`src/sv/mtbd_pkg.sv`:
```
// Package: shared constants, types and helper functions for the bounded-draw generator.
`default_nettype none
package mtbd_pkg;
  localparam int STATE_WORDS = 624;
  localparam int TWIST_OFFSET = 397;
  localparam int IDX_W = 10;
  localparam logic [31:0] TWIST_MATRIX = 32'h9908b0df;
  localparam logic [31:0] SEED_MULT = 32'd69069;
  localparam logic [31:0] SEED_RESET = 32'd4355;
  localparam logic [IDX_W-1:0] LAST_IDX = IDX_W'(STATE_WORDS - 1);
  localparam logic [IDX_W-1:0] UNSEEDED_IDX = IDX_W'(STATE_WORDS + 1);

  typedef enum logic [3:0] {
    ST_IDLE, ST_SEED, ST_TW_RD0, ST_TW_RD1, ST_TW_RD2, ST_TW_WR,
    ST_FETCH, ST_TEMPER, ST_DIV, ST_OUT
  } state_t;

  // controller to datapath
  typedef struct packed {
    logic load_bound;
    logic seed_start;
    logic seed_step;
    logic tw_rd_k;
    logic tw_rd_k1;
    logic tw_rd_km;
    logic tw_write;
    logic fetch;
    logic temper;
    logic div_start;
    logic div_step;
    logic out_load;
  } dp_cmd_t;

  // datapath to controller
  typedef struct packed {
    logic seed_done;
    logic tw_done;
    logic div_done;
  } dp_sts_t;

  function automatic logic [31:0] temper_word(input logic [31:0] w_in);
    logic [31:0] w;
    w = w_in;
    w = w ^ (w >> 11);
    w = w ^ ((w << 7) & 32'h9d2c5680);
    w = w ^ ((w << 15) & 32'hefc60000);
    w = w ^ (w >> 18);
    return w;
  endfunction
endpackage
`default_nettype wire

```
`src/sv/mtbd_ctrl.sv`:
```
// Controller: sequences seeding, twist, fetch, divide and output handshake.
`default_nettype none
module mtbd_ctrl (
  input  wire logic              clk,
  input  wire logic              rst_n,
  input  wire logic              in_tvalid,
  output logic                   in_tready,
  input  wire logic [31:0]       bound,
  output logic                   out_tvalid,
  input  wire logic              out_tready,
  input  wire logic              cfg_valid,
  input  wire logic              idx_at_end,
  input  wire mtbd_pkg::dp_sts_t sts,
  output mtbd_pkg::dp_cmd_t      cmd,
  output logic                   idx_use,
  output logic                   idx_set_end
);
  import mtbd_pkg::*;

  state_t state_r, state_nxt;
  logic   reseed_r, reseed_nxt;
  logic   ovalid_r, ovalid_nxt;

  always_ff @(posedge clk) begin
    if (!rst_n) begin
      state_r <= ST_IDLE;
      reseed_r <= 1'b1;
      ovalid_r <= 1'b0;
    end else begin
      state_r <= state_nxt;
      reseed_r <= reseed_nxt;
      ovalid_r <= ovalid_nxt;
    end
  end

  // next state and commands
  always_comb begin
    state_nxt = state_r;
    reseed_nxt = reseed_r;
    ovalid_nxt = ovalid_r;
    cmd = '0;
    idx_use = 1'b0;
    idx_set_end = 1'b0;
    in_tready = 1'b0;
    if (out_tready) ovalid_nxt = 1'b0;
    case (state_r)
      ST_IDLE: begin
        in_tready = 1'b1;
        if (in_tvalid) begin
          cmd.load_bound = 1'b1;
          if (bound == '0) begin
            state_nxt = ST_OUT;
          end else if (reseed_r) begin
            cmd.seed_start = 1'b1;
            reseed_nxt = 1'b0;
            state_nxt = ST_SEED;
          end else if (idx_at_end) begin
            state_nxt = ST_TW_RD0;
          end else begin
            state_nxt = ST_FETCH;
          end
        end
      end
      ST_SEED: begin
        cmd.seed_step = 1'b1;
        if (sts.seed_done) begin
          idx_set_end = 1'b1;
          state_nxt = ST_TW_RD0;
        end
      end
      ST_TW_RD0: begin
        cmd.tw_rd_k1 = 1'b0;
        state_nxt = ST_TW_RD1;
      end
      ST_TW_RD1: begin
        cmd.tw_rd_k1 = 1'b1;
        state_nxt = ST_TW_RD2;
      end
      ST_TW_RD2: begin
        cmd.tw_rd_km = 1'b1;
        state_nxt = ST_TW_WR;
      end
      ST_TW_WR: begin
        cmd.tw_write = 1'b1;
        state_nxt = sts.tw_done ? ST_FETCH : ST_TW_RD0;
      end
      ST_FETCH: begin
        cmd.fetch = 1'b1;
        state_nxt = ST_TEMPER;
      end
      ST_TEMPER: begin
        cmd.temper = 1'b1;
        cmd.div_start = 1'b1;
        idx_use = 1'b1;
        state_nxt = ST_DIV;
      end
      ST_DIV: begin
        cmd.div_step = 1'b1;
        if (sts.div_done) state_nxt = ST_OUT;
      end
      ST_OUT: begin
        if (!ovalid_r || out_tready) begin
          cmd.out_load = 1'b1;
          ovalid_nxt = 1'b1;
          state_nxt = ST_IDLE;
        end
      end
      default: state_nxt = ST_IDLE;
    endcase
    if (cfg_valid) reseed_nxt = 1'b1;
  end

  assign out_tvalid = ovalid_r;

  // a draw starts a seeding pass only from the idle state
  a_seed_from_idle: assert property (@(posedge clk) disable iff (!rst_n)
    cmd.seed_start |-> state_r == ST_IDLE) else $error("seed start outside idle");
  a_no_accept_busy: assert property (@(posedge clk) disable iff (!rst_n)
    in_tready |-> state_r == ST_IDLE) else $error("accept while busy");
  a_out_hold: assert property (@(posedge clk) disable iff (!rst_n)
    out_tvalid && !out_tready |=> out_tvalid) else $error("output dropped");
endmodule
`default_nettype wire
```
`config.mk`:
```
export PLATFORM = sky130hd
export DESIGN_NAME = mtbd_ctrl
export DESIGN_NICKNAME = d
export VERILOG_FILES = /design/src/sv/mtbd_pkg.sv /design/src/sv/mtbd_ctrl.sv
export SDC_FILE = /design/constraint.sdc
export NUM_CORES = 1
export LEC_CHECK = 0
export ABC_AREA = 1
export BUFFER_PORTS_ARGS = -buffer_cell sky130_fd_sc_hd__buf_4
export CAP_MARGIN = 20
export CORE_MARGIN = 2
export CORE_UTILIZATION = 38
export CTS_BUF_LIST = sky130_fd_sc_hd__clkbuf_16
export DETAILED_ROUTE_END_ITERATION = 16
export GPL_TIMING_DRIVEN = 0
export PLACE_DENSITY = 0.84
export RECOVER_POWER = 50
export SLEW_MARGIN = 5
export SYNTH_ARGS = -nofsm -noshare
export SYNTH_HDL_FRONTEND = slang
export SYNTH_SLANG_ARGS = --single-unit
```
`constraint.sdc`:
```
create_clock -name clk -period 2 [get_ports clk]
set_clock_uncertainty 0.1 [all_clocks]
set_input_delay 0.4 -clock clk [delete_from_list [all_inputs] [get_ports clk]]
set_output_delay 0.4 -clock clk [all_outputs]
set_load 0.02 [all_outputs]
```
# ---- Word level (Yosys, flattened, before mapping)
# Cells that the tools add are included.
dict set report op_classes {
  n_bitwise 2
  muxes 29
  n_eq_ne 13
  n_reduce_logical 7
}
# operator n
set op_table {}
lappend op_table {{case mux 4 bit (10 select lines)} 1}
lappend op_table {{logical NOT 32 bit} 1}
lappend op_table {{2-to-1 mux 4 bit} 6}
lappend op_table {{2-to-1 mux 1 bit} 17}
lappend op_table {{== test 4 x 3 -> 1 bit, second input constant} 4}
lappend op_table {{== test 4 x 2 -> 1 bit, second input constant} 2}
lappend op_table {{== test 4 bit, second input constant} 2}
lappend op_table {{!= test 2 bit, second input constant} 4}
lappend op_table {{2-to-1 mux 2 bit} 3}
lappend op_table {{2-to-1 mux 3 bit} 2}
lappend op_table {{== test 4 x 1 -> 1 bit, second input constant} 1}
lappend op_table {{logical NOT 4 bit} 1}
lappend op_table {{AND reduction 4 bit} 1}
lappend op_table {{AND reduction 3 bit} 1}
lappend op_table {{NOT 1 bit} 2}
lappend op_table {{OR reduction 2 bit} 1}
lappend op_table {{logical NOT 1 bit} 1}
lappend op_table {{logical OR 1 bit} 1}
dict set report word_totals {
  reg_bits 6
  output_inout_bits 16
  inputBits 41
  word_cells 54
}

# ---- Depth between registers and ports, before layout
dict set report depth {
  depth_word 5
  depth_mapped 9
  depth_no_buf 9
}

# ---- Worst setup path after synthesis
# No wires, ideal clock.
dict set report synth_timing {
  path_type {reg-to-output}
  startpoint {reg state_r[3]}
  endpoint {out cmd[10] in the netlist's numbering}
  arrival_ns 1.499
  path_buffers 0
  path_slack_ns 0.001
  required_time_ns 1.500
  path_stages_with_launch 8
  path_cell_list {dfxtp_1 nor2_2 inv_2 nor2_4 inv_2 nor2_1 nand2_1 nor2_1}
}
# element line_no
set synth_lines {}
lappend synth_lines {{start, declared} mtbd_ctrl.sv:20} ;# state_t state_r, state_nxt;
lappend synth_lines {{start signal, assigned} mtbd_ctrl.sv:30} ;# state_r <= state_nxt;
lappend synth_lines {{end, declared} mtbd_ctrl.sv:14} ;# output mtbd_pkg::dp_cmd_t cmd,

==> impl_metrics.py <==
metrics = {
    "floorplanning": {
        "num_io_pins": 57,
        "fp.dieW_um": 43.17,
        "coreArea_um2": 1471,
        "fp.dieArea_um2": 1864,
        "die_y_um": 43.17,
        "initial_core_util_pct": 39.63,
        "fp-row-count": 14,
    },
    "drt": {
        "wl_per_cell_um": 10.12,
        "vias": 823,
        "wl_um": 1842,
        "drt_first_pass_iters": 4,
        "ant_nets": 0,
        "remaining_drc_errors": 0,
        "drt_iter0_markers": 18,
        "vias_per_cell": 4.522,
    },
    "place": {
        "dpl.hpwl_um": 1605,
        "dp_slack_ps": 258.6,
        "io_buffers": 55,
        "finalWeightedCongestion": 0.8467,
        "place_area_um2": 1016,
    },
    "global_routing": {
        "antenna_found_initial": 0,
        "grt_pass1_vias": 787,
        "grt_max_degree": 7,
        "gr-total-overflow": 0,
        "grt_pass1_wl_um": 3201,
        "grt_util_all_layers_pct": 22.83,
    },
    "hold_path": {
        "hold_path.class": "in2reg",
    },
    "clock_network": {
        "tritoncts": "done",
        "cts.clk_slew.worst_paths_ps": 30,
        "postCtsHoldBufs": 0,
        "cts_sinks": 6,
        "clk_latency_ps": 230,
        "ctsHtreeMaxLevel": 1,
        "clk_path_buf_depth": 2,
        "cts.repair.resized": 0,
        "cts-root-buf": "clkbuf_16",
        "cts_inserted_buffers": 3,
        "postCtsSetupBuffers": 0,
    },
    "sta": {
        "period_minus_slack_ps": 1883,
        "fin_crit_sh_pct": 94.15,
        "setup_tns_ps": 0,
        "final-max-slew-violation-count": 0,
        "holdWs_ps": 259.0,
        "setup_viol": 0,
        "worst_slack_ps": 117.0,
        "hold_viol_final": 0,
        "rsz0062_at_grt": "false",
        "fmax_mhz": 531.1,
    },
    "setup_path": {
        "startpoint_type": "flip-flop",
        "crit_slowest_cell": "dfxtp_1",
        "crit_required_ps": 1500,
        "max_stage_delay_ps": 330,
        "path_class": "reg2out",
        "path_cells": "nor2_2 -> inv_2 -> nor2_4 -> inv_2 -> nor2_1 -> nand2_1 -> nor2_1 -> buf_4",
        "crit_arrival_ps": 1380,
        "cp_max_fo": 5,
        "rrSetupSlack_ps": 440,
        "critPathCaptureType": "primary output",
    },
    "synthesis": {
        "syn_area_um2": 583.1,
        "ys_ff_latch": 6,
        "syn_inst": 108,
        "ys_seq_area_share_pct": 20.60,
        "synth_top_area_cell": "nor2_1",
        "yosys_warnings": 0,
        "yosysUniqueCellTypes": 22,
        "syn_avg_cell_area_um2": 5.399,
        "syn_nets": 149,
        "netlist_top_cells_area": "nor2_1 21%, dfxtp_1 21%, nand2_1 16%",
        "synth_top_area_share_pct": 21.24,
    },
    "final_layout": {
        "diodes": 0,
        "postLayoutCellArea_um2": 1067,
        "drive_gt1_share_pct": 40.96,
        "num-nets-final": 209,
        "syn_to_final_growth_pct": 83.05,
    },
    "power": {
        "ir_worst_vdd_v": 0.0009870,
        "cellPowerDensity_nw_per_um2": 906.6,
        "leakagePower_nw": 0.5755,
    },
    "run": {
        "drv_cap": 0,
    },
    "run_status": {
        "status": "finished clean",
    },
}
-- routing by layer --
layer / GRT usage, % / wire length, µm / vias to the layer above
li1: - / - / 445
met1: 26.10 / 719 / 356
met2: 40.60 / 1015 / 20
met3: 5.532 / 84 / 2
met4: 7.879 / 22 / 0
met5: 0 / 0 / -
-- cell usage in the layout, fill, tap and decap left out, types with 2 or more instances in the layout --
cell type | Yosys | layout
nand2_1 | 25 | 26
buf_4 | 3 | 54
inv_2 | 5 | 4
nor2_1 | 33 | 33
dfxtp_1 | 6 | 6
nor2_2 | 3 | 3
nor3_1 | 3 | 3
clkbuf_1 | 0 | 4
nand3_1 | 2 | 2
a21oi_1 | 4 | 4
clkbuf_16 | 0 | 3
o21ai_0 | 2 | 2
inv_1 | 11 | 11
-- final timing paths --
kind | from | to | depth (start not counted)
max reg2reg | state_r[0] | state_r[3] | 9
min reg2reg | reseed_r | reseed_r | 2
max | state_r[2] | cmd[10] | 8
min | cfg_valid | reseed_r | 3
-- kinds of logic (layout without fill, tap and decap cells) --
logic type             Yosys count  in the layout  synth area share [%]
AO/OA/AOI/OAI                   10             10                 10.94
AND/OR/NAND/NOR                 72             72                 53.65
buffers and inverters           19             77                 14.16
flip-flops                       6              6                 20.60
other                            1              1                0.6432
-- registers in the layout (all words and copies together) (netlist names) --
name        flops
state_r         4
out_tvalid      1
reseed_r        1
-- final cells by class --
type / instances / area, µm²
Buffer: 3 / 22.52
Clock buffer: 3 / 75.07
Fill cell: 133 / 404.1
Inverter: 16 / 60.06
Multi-Input combinational cell: 83 / 371.6
Sequential cell: 6 / 120.1
Tap cell: 16 / 20.02
Timing Repair Buffer: 55 / 397.9
-- cell usage after synthesis --
cell,count
a211oi_1,1
a21oi_1,4
buf_4,3
conb_1,1
dfxtp_1,6
inv_1,11
inv_2,5
nand2_1,25
nand2_2,1
nand2_4,1
nand3_1,2
nand4_1,1
nor2_1,33
nor2_2,3
nor2_4,1
nor3_1,3
nor3_2,1
o21ai_0,2
o21ai_1,1
o21ai_2,1
o22ai_2,1
or2_0,1
-- critical path: cells and delay by family (launching register included) --
| family | cells | cell delay, ps |
|---|---|---|
| buffers and inverters | 3 | 270 |
| DFF | 1 | 330 |
| and+or+nand+nor | 5 | 550 |
-- metrics by stage --
step	utilization, %	cells	power [W]
floorplan	-	108	0.0004862
global placement	69.05	179	0.0006586
detailed placement	69.05	179	0.0006703
CTS	74.15	182	0.0009947
global route	72.53	182	0.001032
finish	72.53	182	0.0009676
-- where the power goes --
group          total [W]  internal (W)  switching [W]
Sequential      0.000166      0.000142      0.0000237
Combinational   0.000480      0.000195       0.000285
Clock           0.000322      0.000256      0.0000653
Total           0.000968      0.000594       0.000374
No activity file was read; power rests on OpenSTA's default activity.
